==> config.mk <==
export PLATFORM = sky130hd
export DESIGN_NAME = fbfl_encode
export DESIGN_NICKNAME = d
export VERILOG_FILES = /design/src/sv/fbfl_pkg.sv /design/src/sv/fbfl_encode.sv
export SDC_FILE = /design/constraint.sdc
export NUM_CORES = 1
export LEC_CHECK = 0
export ABC_AREA = 1
export BUFFER_PORTS_ARGS = -buffer_cell sky130_fd_sc_hd__buf_2
export CORE_AREA = 2 2 403 405
export DETAILED_ROUTE_END_ITERATION = 10
export DIE_AREA = 0 0 405 407
export REMOVE_ABC_BUFFERS = 1
export SLEW_MARGIN = 20
export SYNTH_ARGS = -nofsm -noshare
export SYNTH_HDL_FRONTEND = slang
export SYNTH_SLANG_ARGS = --single-unit
export TNS_END_PERCENT = 5
==> constraint.sdc <==
create_clock -name vclk -period 1.4
set_input_delay 0.14 -clock vclk [all_inputs]
set_output_delay 0.14 -clock vclk [all_outputs]
set_load 0.01 [all_outputs]
==> src/sv/fbfl_pkg.sv <==
// Shared types and constants for the fixed-block free-list manager.
// No dependencies; every other file imports this package.
`default_nettype none

package fbfl_pkg;

    localparam int BLK_W = 10;    // block number width
    localparam int CNT_W = 11;    // count width, holds 0..1024
    localparam int BLK_SPAN = 1 << BLK_W;

    typedef enum logic [1:0] {
        OP_WRITE    = 2'd0,
        OP_READ     = 2'd1,
        OP_DELETE   = 2'd2,
        OP_GET_FREE = 2'd3
    } kind_t;

    typedef enum logic [1:0] {
        ST_OK       = 2'd0,
        ST_NO_BLOCK = 2'd1,
        ST_IS_FREE  = 2'd2,
        ST_NO_FREE  = 2'd3
    } status_t;

    // Broadcast from the control logic to every cell of the list.
    typedef struct packed {
        logic             remove;   // close the gap at pos
        logic             append;   // load the cell at fill
        logic [BLK_W-1:0] pos;      // position of the matching entry
        logic [CNT_W-1:0] fill;     // entries in use
    } cell_ctl_t;

endpackage

`default_nettype wire

==> src/sv/fbfl_encode.sv <==
// Turns the row of cell match flags (at most one set) into a position
// and an any-match flag. Uses fbfl_pkg.
`default_nettype none

module fbfl_encode #(
    parameter int CELLS = 1024
) (
    input  logic [CELLS-1:0]             hits,
    output logic [fbfl_pkg::BLK_W-1:0]   pos,
    output logic                         any
);
    import fbfl_pkg::*;

    // OR of the indexes of the set flags; exact since the flags are one-hot.
    always_comb
    begin
        pos = '0;
        for (int i = 0; i < CELLS; i++)
        begin
            if (hits[i])
            begin
                pos = pos | BLK_W'(i);
            end
        end
    end

    assign any = |hits;

endmodule

`default_nettype wire

==> flow_summary.toml <==
[detailed_routing]
wl_per_cell_um = 25.7
remaining_drc_errors = 0
vias_per_cell = 3.57
drt-pass1-iter-count = 5
postRouteAntennaNets = 0
wirelength_mm = 165
detailroute.via_count = 22900
dr_iter_0_viols = 1711

[power_and_ir_drop]
vdd.ir_drop.worst_v = 0.0000806
power-per-cell-area_nw_per_um2 = 213
static_power_due_to_leakage_nw = 11.5

[placed_design]
gp_routability_congestion = 0.972
dp_hpwl_mm = 157
port_buffers = 1035

[yosys]
synth-warning-count = 0
avgSynthCellArea_um2 = 4.14
synthMostInstantiatedCell = "nor2_1"
synth_area_leaders = "nor2_1 46%, nand2_1 25%, nand4_1 8.5%"
post-synth-top-area-fraction_pct = 46.2
synth_area_um2 = 9470
synth_seq_area_share_pct = 0
post_synth_most_frequent_cells = "1166 x nor2_1, 643 x nand2_1, 128 x nand4_1"
synthDominantAreaCellType = "nor2_1"
synth_cells = 2285
ys_types = 23

[status]
status = "complete, but fails checks"
violated_checks = "negative setup slack"

[global_route]
track_usage_pct = 18.9
maximum_number_of_pins_on_one_net_before_global_route_repair = 5
grt_first_pass_wirelength_mm = 203
number_of_antenna_violations_at_the_first_check_in_global_routing = 70
first_global_vias = 22600
grt_remaining_overflow = 0

[cells_and_area]
layout.core_utilization_pct = 15.8
clock_buffer_count = 0
layout-drive-gt1-share_pct = 52.8
nFlopsAndLatches = 0
fin_nets = 5244
area_of_all_sequential_standard_cells_um2 = 0
syn_to_final_growth_pct = 168

[die]
die_area_um2 = 165000
ios = 1035
fp.coreArea_um2 = 160000
initial_utilization_pct = 5.91
floorplan.rows = 147
die_width_um = 405
die_height_um = 407

[timing]
max_slew_margin_pct = 61.4
final.setup.tns_ns = -7.14
max_clock_freq_mhz = 471
timing.final.setup_violations = 11
slew_violations = 0
hold_violations = 0
final_min_period_over_clock_period_pct = 152
max_slew.worst_pin.slew_ns = 0.577
worst_slack_ns = -0.722
final.min_clock_period_ns = 2.12
grt_setup_unrepaired = "true"

[worst_hold_path]
hold_path_class = "in -> out"

[worst_setup_path]
critical_path.startpoint = "hits[820]"
setup.worst_path.end_class = "output port"
crit_end = "pos[2]"
worstPathMaxFanout = 2
critical_path_class = "in -> out"
critPathRequiredTime_ns = 1.26
critical_path.startpoint_type = "input port"
crit_arrival_ns = 1.98

[job]
drv.max_cap_violation_count = 0

[cts]
cts-hold-fix-buffers = 0
power by group:
group / internal [mW] / leakage (nW) / switching, mW
sequential: 0 / 0 / 0
combinational: 2.60 / 11.5 / 2.80
clock: 0.00000264 / 0.000187 / 0
total: 2.60 / 11.5 / 2.80
per-stage QoR:
step | hold slack [ns] | std cells | total power, mW | setup slack (ns) | cell area (µm²)
after floorplan | 0.506 | 2285 | 0.929 | 0.263 | 9470
after global placement | 1.02 | 6375 | 5.26 | -1.31 | 24300
after detailed placement | 1.01 | 6375 | 5.26 | -1.31 | 24300
after CTS | 0.982 | 6377 | 5.38 | -0.774 | 24900
after global routing | 1.02 | 6392 | 5.77 | -0.824 | 25300
final | 0.961 | 6408 | 5.40 | -0.722 | 25300
critical path, cell delays in order:
cell and delay, ns:
buf_2 0.12, nor2_4 0.13, nand3_4 0.12, buf_4 0.16, nor2_1 0.11, nand4_1 0.48
nor2_1 0.27, nand2_1 0.09, nor2_2 0.16, nand2_4 0.07, buf_6 0.13
layer usage:
layer	track usage (%)	up-vias	share of wire, %
li1	-	11100	-
met1	22.6	10400	40
met2	35.2	1130	50
met3	1.94	202	5.2
met4	5.39	24	4.0
met5	0	-	0.090
cells by family after synthesis:
kind of cell,synth area share [%]
simple gates,96.0
buf+inv,4.00
cells in the final DEF (no fill, tap or decap):
master,count
nand3_2,7
nor3b_4,1
buf_12,21
nor3_2,9
and2_1,8
or2_2,4
and3_1,9
or2_1,3
or2_0,1
inv_1,98
inv_2,1
nor3b_2,3
nor2b_1,2
nand4_1,128
diode_2,30
nor3b_1,5
inv_4,2
nand3_4,2
nand3b_1,8
nand3_1,58
nor2_1,1034
nor3_1,27
and3b_1,1
buf_8,1
nand2_1,609
nor3_4,1
nor2_4,58
nor4_1,1
buf_2,1029
buf_4,867
nand2_2,36
nand2_4,6
buf_6,15
nor2_2,163
what timing repair did:
action | CTS | global route
gates resized for setup | 168 | 103
buffers inserted | 5 | 3
endpoints found under the setup margin | 11 | 11
pin swaps | 34 | 33
cloned | 0 | 0
worst min path at each step:
stage	endpoint	cells after the start	startpoint
floorplan	pos[3]	4	hits[78]
global placement	pos[1]	10	hits[442]
detailed placement	pos[1]	10	hits[446]
CTS	pos[1]	10	hits[446]
global route	pos[1]	10	hits[446]
finish	pos[1]	10	hits[446]
area by class of cell:
type / instances / area (µm²)
Antenna cell: 30 / 75.1
Fill cell: 19000 / 135000
Tap cell: 2160 / 2700
Timing Repair Buffer: 1933 / 12300
Inverter: 101 / 384
Multi-Input combinational cell: 2184 / 9910
(Power assumes the default switching activity.)
