`src/sv/fbfl_pkg.sv`:
```
// Shared types and constants for the fixed-block free-list manager.
// No dependencies; every other file imports this package.
`default_nettype none

package fbfl_pkg;

    localparam int BLK_W = 10;    // block number width
    localparam int CNT_W = 11;    // count width, holds 0..1024
    localparam int BLK_SPAN = 1 << BLK_W;

    typedef enum logic [1:0] {
        OP_WRITE    = 2'd0,
        OP_READ     = 2'd1,
        OP_DELETE   = 2'd2,
        OP_GET_FREE = 2'd3
    } kind_t;

    typedef enum logic [1:0] {
        ST_OK       = 2'd0,
        ST_NO_BLOCK = 2'd1,
        ST_IS_FREE  = 2'd2,
        ST_NO_FREE  = 2'd3
    } status_t;

    // Broadcast from the control logic to every cell of the list.
    typedef struct packed {
        logic             remove;   // close the gap at pos
        logic             append;   // load the cell at fill
        logic [BLK_W-1:0] pos;      // position of the matching entry
        logic [CNT_W-1:0] fill;     // entries in use
    } cell_ctl_t;

endpackage

`default_nettype wire

```
`src/sv/fbfl_cell.sv`:
```
// One free-list cell: holds one entry, compares it against the key and
// takes its right neighbor's entry when its own or an earlier entry is removed. Uses fbfl_pkg.
`default_nettype none

module fbfl_cell #(
    parameter int INDEX = 0
) (
    input  logic                         clk,
    input  logic                         rst_n,
    input  logic                         cmp_en,
    input  logic [fbfl_pkg::BLK_W-1:0]   key,
    input  fbfl_pkg::cell_ctl_t          ctl,
    input  logic [fbfl_pkg::BLK_W-1:0]   load_value,
    input  logic [fbfl_pkg::BLK_W-1:0]   neighbor,
    output logic [fbfl_pkg::BLK_W-1:0]   value,
    output logic                         hit
);
    import fbfl_pkg::*;

    logic [BLK_W-1:0] value_reg;
    logic             hit_reg;
    logic             in_use;

    assign in_use = CNT_W'(INDEX) < ctl.fill;

    always_ff @(posedge clk)
    begin
        if (ctl.append && (ctl.fill == CNT_W'(INDEX)))
        begin
            value_reg <= load_value;
        end
        else if (ctl.remove && (BLK_W'(INDEX) >= ctl.pos))
        begin
            value_reg <= neighbor;
        end
    end

    always_ff @(posedge clk or negedge rst_n)
    begin
        if (!rst_n)
        begin
            hit_reg <= 1'b0;
        end
        else if (cmp_en)
        begin
            hit_reg <= in_use && (value_reg == key);
        end
    end

    assign value = value_reg;
    assign hit   = hit_reg;

endmodule

`default_nettype wire

```
`config.mk`:
```
export PLATFORM = sky130hd
export DESIGN_NAME = fbfl_cell
export DESIGN_NICKNAME = d
export VERILOG_FILES = /design/src/sv/fbfl_pkg.sv /design/src/sv/fbfl_cell.sv
export SDC_FILE = /design/constraint.sdc
export NUM_CORES = 1
export LEC_CHECK = 0
export ABC_CLOCK_PERIOD_IN_PS = 1650
export BUFFER_PORTS_ARGS = -buffer_cell sky130_fd_sc_hd__buf_2
export CAP_MARGIN = 20
export CORE_MARGIN = 3
export CORE_UTILIZATION = 36
export CTS_BUF_LIST = sky130_fd_sc_hd__clkbuf_4
export DETAILED_ROUTE_END_ITERATION = 7
export PLACE_DENSITY = 0.81
export SKIP_LAST_GASP = 1
export SYNTH_ARGS = -nofsm -noshare
export SYNTH_HDL_FRONTEND = slang
export SYNTH_SLANG_ARGS = --single-unit
```
`constraint.sdc`:
```
create_clock -name clk -period 1.65 [get_ports clk]
set_input_delay 0.165 -clock clk [delete_from_list [all_inputs] [get_ports clk]]
set_output_delay 0.165 -clock clk [all_outputs]
set_load 0.02 [all_outputs]
```
==> summary.md, run 1 <==
| Metric | Value |
|---|---|
| Run status | completed |
| Cell depth of the worst hold path | 2 |
| Reg2Reg Depth | 4 |
| Initial antenna violation count | 0 |
| Hold crit path type | primary input to flop |
| Worst hold path endpoint | hit$_DFFE_PN0P_ |
| Min Tclk post-route | 1382 ps |
| Vias | 652 |
| DP Area | 1021 sq um |
| Root Buffer | clkbuf_4 |
| Die Wd | 48.96 microns |
| Post-synthesis sequential area ratio | 48.96% |
| First-pass GRT wire length | 3125 microns |
| Reg clk slew, reported paths | 70 ps |
| Compound-cell area share of the yosys netlist | 2.072% |
| Starting Density | 41.23% |
| Synth top area share | 45.20% |
| Synth Net Count | 103 |
| R2r startpoint | value[9]$_DFFE_PP_ |
| Slew HR | 51.62% |
| Worst EP arrival | 1400 ps |
| Worst-Skew Late Latency | 260 ps |
| Multi-input logic area | 342.8 sq um |
| Warnings from Yosys | 0 |
| Filler cell count | 137 |
| Critical path startpoint category | primary input |
| Syn Inst Count | 47 |
| Leakage | 0.5351 nW |
| Initial drt markers | 12 |
| Final setup violation count | 0 |
| # Post-CTS Setup Buffers | 0 |
| Flop-to-flop setup slack | 350 ps |
| Post-Syn Area | 664.4 sq um |
| Max Clk Rate | 723.6 MHz |
| Post-Syn Area per Cell | 14.14 sq um |
| Max Root-Sink Buffers | 2 |
| Worst-Margin Slew | 723.3 ps |
| Area delta synth->final | 61.39% |
| Commonest non-fill, non-tap cell in the layout | buf_2 |
| Die area | 2397 sq um |
| H-tree levels | 1 |
| WHS | 92.59 ps |
| Grt ovf | 0 |
| First-pass iteration count of the detailed router | 3 |
| Post-synthesis mux area share | 22.03% |
| Crit path kind | primary input to flop |
| GP Congestion | 0.6788 |
| Largest net degree at the start of global routing | 12 |
| # IOs | 67 |
| Worst Setup End Kind | flop |
| Total GRT Usage | 17.07% |
| Power Density | 567.1 nW/um^2 |
| Clock skew | 2.028 ps |
| Worst path required time | 1670 ps |
| WL final | 1848 microns |
| Period Utilization, post-route | 83.76% |
| Clock Sinks | 11 |
| ANT nets after route | 0 |
| Unique cell type count in the Yosys netlist | 18 |
| Number of synthesized register bits | 11 |
| RSZ-0062 raised after global routing | false |
| Vias in the first global route | 793 |
| Register area | 325.3 sq um |
| Hold Vio Cnt, Final | 0 |
| Synth top area cells | edfxtp_1, mux2_4, xnor2_1 |
| Synth Area in Adders | 0% |
| Utilization after layout | 66.54% |
| FF-to-FF End | hit$_DFFE_PN0P_ |
| Main combinational cell family by area after synthesis | multiplexers |
| Hold path start | cmp_en |
| Nets | 174 |
| Final instance area | 1072 sq um |
| Max IR drop VDD | 0.4270 mV |
| MaxCap Viol Count | 0 |
| Max Slew Vio Count | 0 |
| Leading area contributor after synthesis | edfxtp_1 |
| DR vias/cell | 4.624 |
| Critical path fanouts, max | 11 |
| TritonCTS clock tree | yes |
| Core area | 1612 sq um |
| Chip height | 48.96 microns |
| Antenna fix cells | 0 |
| Wire length per cell | 13.11 microns |
| Post-Synth XOR/XNOR Area | 13.18% |
| Row Count | 14 |
| Layout cell share with drive strength beyond 1 | 70.09% |
| Most frequent cells in the layout | buf_2, xnor2_1, edfxtp_1, mux2_4, clkbuf_4 |
| CTS buffer count | 3 |
| Simple-Gate Fraction of Synth Area | 11.49% |
| Max reg flops | 10 |
| Post-DP HPWL | 1583 microns |
| Port bufs | 66 |
| DRC viols | 0 |
per-stage QoR:
stage,setup WS [ps],cells,TNS [ps],power [W]
after floorplan,59.60,47,0,0.0003428
after global placement,-206.5,136,-2063,0.0004085
after detailed placement,-287.3,136,-2919,0.0004138
after CTS,257.8,141,0,0.0006151
after global routing,183.2,141,0,0.0006342
final,268.0,141,0,0.0006081
power by group:
part / total, W / switching (W) / leakage [nW] / internal [W]
clock: 0.000198 / 0.0000881 / 0.0184 / 0.000110
sequential: 0.000304 / 0.000000162 / 0.104 / 0.000304
combinational: 0.000106 / 0.0000328 / 0.413 / 0.0000733
metal layers:
layer / track usage [%] / wire length (microns)
met1: 14.67 / 577
met2: 34.62 / 1076
met3: 5.810 / 173
met4: 7.109 / 21
met5: 0 / 0
Yosys cell counts:
cell type,count
and4b_1,1
nand4_1,2
buf_6,1
nand2_2,1
o41ai_1,1
edfxtp_1,10
o21ai_0,1
nand2_1,1
or4_1,1
nor2_1,1
dfrtp_1,1
nor4_1,3
mux2_4,9
nor4b_1,1
nand3_1,1
inv_1,1
mux2_2,1
xnor2_1,10
kinds of logic after synthesis:
family | after synthesis
multiplexers | 10
AO/OA/AOI/OAI | 2
XOR/XNOR | 10
buffers and inverters | 2
flip-flops | 11
AND/OR/NAND/NOR | 12
cell type report:
class                      instances  area share (%)
clock buffer                       4           2.800
tap                               24           2.800
sequential                        11           30.34
inverter                           1          0.3501
timing repair buffer              67           31.74
multi-input combinational         34           31.97
repair_timing:
item                       4_1_cts  5_1_grt
gates resized for setup          1        0
hold buffers                     1        0
setup endpoints to repair        6        0
hold endpoints to repair         1        0
worst max path at each step:
stage | startpoint | slack, ps | cells past startpoint | end
after CTS | ctl[5] | 260 | 5 | value[4]$_DFFE_PP_
final | ctl[5] | 270 | 5 | value[2]$_DFFE_PP_
after global placement | ctl[18] | -210 | 4 | value[7]$_DFFE_PP_
after floorplan | ctl[18] | 60 | 3 | value[0]$_DFFE_PP_
after global routing | ctl[20] | 180 | 4 | value[7]$_DFFE_PP_
after detailed placement | ctl[18] | -290 | 4 | value[7]$_DFFE_PP_
worst max-delay path, cell delays in order:
cell     delay (ps)
buf_2           100
nor4_1          240
and4b_1         270
nand2_2         250
mux2_4          380
Note: power is estimated with default switching activity, not from simulation.
==> run 2: changes to the inputs <==
--- a/config.mk
+++ b/config.mk
@@ -5,14 +5,14 @@
 export SDC_FILE = /design/constraint.sdc
 export NUM_CORES = 1
 export LEC_CHECK = 0
-export ABC_CLOCK_PERIOD_IN_PS = 1650
+export ABC_CLOCK_PERIOD_IN_PS = 1260
 export BUFFER_PORTS_ARGS = -buffer_cell sky130_fd_sc_hd__buf_2
 export CAP_MARGIN = 20
 export CORE_MARGIN = 3
-export CORE_UTILIZATION = 36
+export CORE_UTILIZATION = 32
 export CTS_BUF_LIST = sky130_fd_sc_hd__clkbuf_4
 export DETAILED_ROUTE_END_ITERATION = 7
-export PLACE_DENSITY = 0.81
+export PLACE_DENSITY = 0.76
 export SKIP_LAST_GASP = 1
 export SYNTH_ARGS = -nofsm -noshare
 export SYNTH_HDL_FRONTEND = slang
==> constraint.sdc (replaced) <==
create_clock -name clk -period 1.26 [get_ports clk]
set_input_delay 0.126 -clock clk [delete_from_list [all_inputs] [get_ports clk]]
set_output_delay 0.126 -clock clk [all_outputs]
set_load 0.02 [all_outputs]
==> summary.md, run 2 (synthesized netlist as in run 1, its figures left out) <==
| Metric | Value |
|---|---|
| Initial antenna violation count | 0 |
| Register area | 325.3 sq um |
| WHS | 62.51 ps |
| DRC viols | 0 |
| Chip height | 51.57 microns |
| Worst path slowest cell | or4_4 |
| Dpl cells | 138 |
| First-pass iteration count of the detailed router | 4 |
| Crit-path max cell delay | 520 ps |
| Die Wd | 51.57 microns |
| Post-DP HPWL | 1547 microns |
| Row Count | 15 |
| Worst-Skew Late Latency | 260 ps |
| Die area | 2659 sq um |
| Crit path kind | flop to flop |
| Critical path fanouts, max | 2 |
| Hold Vio Cnt, Final | 0 |
| Worst path required time | 1450 ps |
| Commonest non-fill, non-tap cell in the layout | buf_2 |
| Min Tclk post-route | 1323 ps |
| Vias | 654 |
| Final setup violation count | 5 |
| WL final | 1822 microns |
| DR vias/cell | 4.510 |
| Critical path startpoint category | flop |
| TritonCTS clock tree | yes |
| Reg clk slew, reported paths | 70 ps |
| Final std cells w/o fill | 145 |
| Worst EP arrival | 1510 ps |
| Grt ovf | 0 |
| Total GRT Usage | 14.76% |
| First-pass GRT wire length | 2835 microns |
| GP Congestion | 0.6686 |
| Worst Setup End Kind | flop |
| Largest net degree at the start of global routing | 12 |
| Antenna fix cells | 0 |
| Multi-input logic area | 384.1 sq um |
| Failing checks | setup timing |
| Leakage | 0.5716 nW |
| Vias in the first global route | 690 |
| Max Slew Vio Count | 0 |
| Most frequent cells in the layout | buf_2, xnor2_1, edfxtp_1, mux2_4, clkbuf_4 |
| Layout cell share with drive strength beyond 1 | 75.83% |
| RSZ-0062 raised after global routing | true |
| MaxCap Viol Count | 0 |
| Period Utilization, post-route | 105.0% |
| Starting Density | 36.12% |
| CTS buffer count | 3 |
| Max IR drop VDD | 0.4107 mV |
| Power Density | 691.0 nW/um^2 |
| Worst-Margin Slew | 290.4 ps |
| Slew HR | 80.57% |
| Run status | finished, violations left |
| # IOs | 67 |
| Initial drt markers | 4 |
| Wire length per cell | 12.57 microns |
| Max Clk Rate | 755.9 MHz |
| Clock skew | 3.365 ps |
| Core area | 1839 sq um |
| Filler cell count | 148 |
| Root Buffer | clkbuf_4 |
| Crit path cell chain | xnor2_1 -> nand3_1 -> or4_4 -> o21ai_2 |
| ANT nets after route | 0 |
| Clock Sinks | 11 |
| Area delta synth->final | 73.64% |
| Max Root-Sink Buffers | 2 |
| Fin worst setup slack | -62.88 ps |
| Max reg flops | 10 |
| Nets | 177 |
| H-tree levels | 1 |
| Port bufs | 66 |
| Hold crit path type | primary input to flop |
## run 2: worst paths after layout
path	start	slack (ps)	cells past startpoint	end
max in group asynchronous	rst_n	1010	2	hit$_DFFE_PN0P_
worst min-delay path	cmp_en	60	2	hit$_DFFE_PN0P_
min in group asynchronous	rst_n	170	2	hit$_DFFE_PN0P_
worst min register to register	hit$_DFFE_PN0P_	560	2	hit$_DFFE_PN0P_
worst max-delay path	value[3]$_DFFE_PP_	-60	4	hit$_DFFE_PN0P_
worst max register to register	value[3]$_DFFE_PP_	-60	4	hit$_DFFE_PN0P_
## run 2: report_power, final
part / total [W] / internal (W) / switching [W] / leakage [nW]
clock: 0.000251 / 0.000144 / 0.000108 / 0.0184
combinational: 0.000148 / 0.0000995 / 0.0000483 / 0.449
sequential: 0.000398 / 0.000398 / 0.000000196 / 0.104
total: 0.000797 / 0.000641 / 0.000156 / 0.572
## run 2: layout make-up
type	instances	share of cell area (%)
clock buffer	4	2.603
tap	25	2.711
timing repair buffer	70	32.86
inverter	1	0.3254
sequential	11	28.20
multi-input combinational	34	33.30
## run 2: worst max-delay path, delay by kind of cell, from the launching register on
family          cells  cell delay [ps]
flops               1              400
xor+xnor            1              160
simple gates        2              610
compound gates      1               70
## run 2: metal layers
layer | global-route usage (%) | wire length, microns | part of all wire, %
met4 | 3.493 | 0 | 0
met1 | 12.23 | 508 | 28
met5 | 0 | 0 | 0
met3 | 6.590 | 214 | 12
met2 | 30.51 | 1100 | 60
## run 2: through the flow
stage | setup WS [ps] | TNS [ps] | total power, W | cell area (sq um) | util [%]
global route | -153.5 | -674.3 | 0.0008575 | 1154 | 62.72
floorplan | -100.2 | -1493 | 0.0004512 | 704.4 | -
finish | -62.88 | -71.49 | 0.0007972 | 1154 | 62.72
detailed placement | -383.2 | -6600 | 0.0005483 | 1075 | 58.44
global placement | -284.7 | -5292 | 0.0005443 | 1075 | 58.44
CTS | -104.9 | -113.6 | 0.0008093 | 1136 | 61.77
## run 2: repair_timing
| item | 4_1_cts | 5_1_grt |
|---|---|---|
| hold buffers | 1 | 0 |
| gates resized for setup | 1 | 5 |
| setup endpoints to repair | 11 | 21 |
| hold endpoints to repair | 1 | 0 |
| pin swaps | 3 | 6 |
| buffers inserted | 2 | 0 |
==> run 3: changes to the inputs <==
--- a/config.mk
+++ b/config.mk
@@ -5,14 +5,15 @@
 export SDC_FILE = /design/constraint.sdc
 export NUM_CORES = 1
 export LEC_CHECK = 0
+export ABC_AREA = 1
 export ABC_CLOCK_PERIOD_IN_PS = 1260
 export BUFFER_PORTS_ARGS = -buffer_cell sky130_fd_sc_hd__buf_2
 export CAP_MARGIN = 20
 export CORE_MARGIN = 3
-export CORE_UTILIZATION = 32
+export CORE_UTILIZATION = 35
 export CTS_BUF_LIST = sky130_fd_sc_hd__clkbuf_4
 export DETAILED_ROUTE_END_ITERATION = 7
-export PLACE_DENSITY = 0.76
+export PLACE_DENSITY = 0.78
 export SKIP_LAST_GASP = 1
 export SYNTH_ARGS = -nofsm -noshare
 export SYNTH_HDL_FRONTEND = slang
==> summary.md, run 3 <==
| Metric | Value |
|---|---|
| Crit-path max cell delay | 140 ps |
| CTS buffer count | 3 |
| Antenna fix cells | 0 |
| Worst path slowest cell | nand2_1 |
| WHS | 99.88 ps |
| Crit path top cell by count | nand2_1 |
| Met3 WL post-DR | 176 microns |
| DRC viols | 0 |
| Sequential power share | 50.0% |
| Synth Net Count | 175 |
| MaxCap Viol Count | 0 |
| Worst-Skew Late Latency | 270 ps |
| Total GRT Usage | 15.77% |
| Area delta synth->final | 53.54% |
| Filler cell count | 208 |
| EDFF count, synth | 10 |
| # Post-CTS Setup Buffers | 0 |
| Internal | 0.0006256 W |
| H-tree levels | 1 |
| GP Congestion | 0.7875 |
| Primary FF master, synth | edfxtp_1 |
| Commonest non-fill, non-tap cell in the layout | buf_2 |
| Syn Inst Count | 119 |
| Wire length per cell | 9.465 microns |
| Register area | 325.3 sq um |
| RSZ-0062 raised after global routing | false |
| Die area | 2825 sq um |
| Port bufs | 66 |
| Most frequent cells in the layout | buf_2, nand2_1, inv_1, nand3_1, nor2_1 |
| Asr flop ratio synth | 9.091% |
| Hold Vio Cnt, Final | 0 |
| # IOs | 67 |
| Largest net degree at the start of global routing | 12 |
| Leading area contributor after synthesis | edfxtp_1 |
| Max reg flops | 10 |
| Grt ovf | 0 |
| Critical path fanouts, max | 10 |
| Power Density | 667.2 nW/um^2 |
| Post-Syn Area | 778.2 sq um |
| Max IR drop VDD | 0.3330 mV |
| CP top delay family | simple AND/OR/NAND/NOR gates |
| Vias in the first global route | 883 |
| Worst-Margin Slew | 262.9 ps |
| First-pass iteration count of the detailed router | 4 |
| Multi-input logic area | 351.6 sq um |
| Top cells by count, synth | nand2_1, inv_1, nand3_1 |
| Clock Sinks | 11 |
| Max Clk Rate | 961.7 MHz |
| Worst EP arrival | 1020 ps |
| Nets | 247 |
| Run status | completed |
| Die Wd | 53.16 microns |
| Post-Syn Area per Cell | 6.540 sq um |
| TritonCTS clock tree | yes |
| Fin worst setup slack | 220.1 ps |
| WL met2 | 1125 microns |
| Worst Setup End Kind | flop |
| Initial drt markers | 22 |
| Max Root-Sink Buffers | 2 |
| Final std cells w/o fill | 217 |
| Post-synthesis sequential area ratio | 41.80% |
| Synth top area cells | edfxtp_1, nand2_1, inv_1 |
| Final setup violation count | 0 |
| Starting Density | 38.11% |
| Chip height | 53.16 microns |
| Critical path startpoint category | primary input |
| Placement Setup Slack | -45.44 ps |
| Layout cell share with drive strength beyond 1 | 38.95% |
| Worst path required time | 1240 ps |
| First-pass GRT wire length | 3256 microns |
| Switch share | 21.53% |
| Warnings from Yosys | 0 |
| Slew HR | 82.31% |
| Net Switching | 0.0001717 W |
| Crit path cell chain | buf_2 -> inv_1 -> nand2_1 -> nor2_1 -> nand2_1 -> nor2_2 -> nand2_1 -> nand2_1 -> buf_12 |
| Highest routed layer | met4 |
| Top-count cell post-synth | nand2_1 |
| Row Count | 16 |
| Min Tclk post-route | 1040 ps |
| Unique cell type count in the Yosys netlist | 15 |
| Synth top area share | 38.59% |
| Dpl cells | 212 |
| Post-DP HPWL | 1814 microns |
| Gate power share | 17.9% |
| WL met1 | 697 microns |
| Period Utilization, post-route | 82.53% |
| Core area | 2042 sq um |
| DR vias/cell | 4.401 |
| Bufs and invs on worst path | 3 |
| Number of synthesized register bits | 11 |
| ANT nets after route | 0 |
| Vias | 955 |
| WL final | 2054 microns |
| Reg clk slew, reported paths | 70 ps |
| Clk pwr share | 32.1% |
| Clock skew | 4.429 ps |
| Crit path kind | primary input to flop |
| Initial antenna violation count | 0 |
| Max Slew Vio Count | 0 |
| Hold crit path type | primary input to flop |
| Root Buffer | clkbuf_4 |
| Leakage | 0.7209 nW |
-- run 3: changes by cell type in the layout (fill, tap and decap cells not counted), sizes merged, moves of 2 or more --
cell and delta:
inv +20, nand3 +11, mux2 -10, xnor2 -9
nand4 -2, nor2 +11, nand2 +52
-- run 3: power groups by stage --
stage / registers (W) / logic [W] / clock network, W
2_1_floorplan: 0.000407 / 0.0000467 / 0
3_3_place_gp: 0.000406 / 0.000135 / 0
3_5_place_dp: 0.000406 / 0.000141 / 0
4_1_cts: 0.000398 / 0.000144 / 0.000263
5_1_grt: 0.000398 / 0.000163 / 0.000290
6_report: 0.000398 / 0.000143 / 0.000256
-- run 3: cell type report --
type / instances / share of cell area [%]
Clock buffer: 4 / 2.513
Inverter: 21 / 6.597
Multi-Input combinational cell: 84 / 29.42
Sequential cell: 11 / 27.23
Tap cell: 27 / 2.827
Timing Repair Buffer: 70 / 31.41
-- run 3: tightest hold or removal path: cells and delay by family --
kind / cells / cell delay, ps
buffers and inverters: 2 / 120
AND/OR/NAND/NOR: 2 / 90
-- run 3: what timing repair did --
item,in CTS,in global routing
hold buffers,1,0
hold endpoints to repair,1,0
endpoints found under the setup margin,0,0
gates resized for setup,0,0
-- run 3: final timing paths --
check | startpoint | to | slack, ps | cells past startpoint
max reg2reg | value[0]$_DFFE_PP_ | hit$_DFFE_PN0P_ | 290 | 7
max in group asynchronous | rst_n | hit$_DFFE_PN0P_ | 1020 | 2
min reg2reg | hit$_DFFE_PN0P_ | hit$_DFFE_PN0P_ | 480 | 2
min | cmp_en | hit$_DFFE_PN0P_ | 100 | 4
min in group asynchronous | rst_n | hit$_DFFE_PN0P_ | 150 | 2
max | ctl[6] | value[7]$_DFFE_PP_ | 220 | 9
-- run 3: logic make-up (layout without fill, tap and decap cells) --
kind of cell / Yosys count / count (layout) / synth area share, %
buffers and inverters: 24 / 95 / 13.02
XOR/XNOR: 1 / 1 / 1.126
flip-flops: 11 / 11 / 41.80
AND/OR/NAND/NOR: 82 / 82 / 43.41
AO/OA/AOI/OAI: 1 / 1 / 0.6425
-- run 3: stage by stage --
stage	power, W	util [%]	area [sq um]	setup TNS (ps)
finish	0.0007972	58.52	1195	0
global route	0.0008517	58.52	1195	0
CTS	0.0008051	58.52	1195	0
detailed placement	0.0005475	56.56	1155	-611.3
global placement	0.0005408	56.56	1155	0
floorplan	0.0004534	-	778.2	0
-- run 3: layer usage --
| metal | global-route usage, % | vias up |
|---|---|---|
| met3 | 1.408 | 6 |
| met1 | 15.06 | 398 |
| met2 | 30.79 | 46 |
| met4 | 11.06 | 0 |
| li1 | - | 505 |
| met5 | 0 | - |
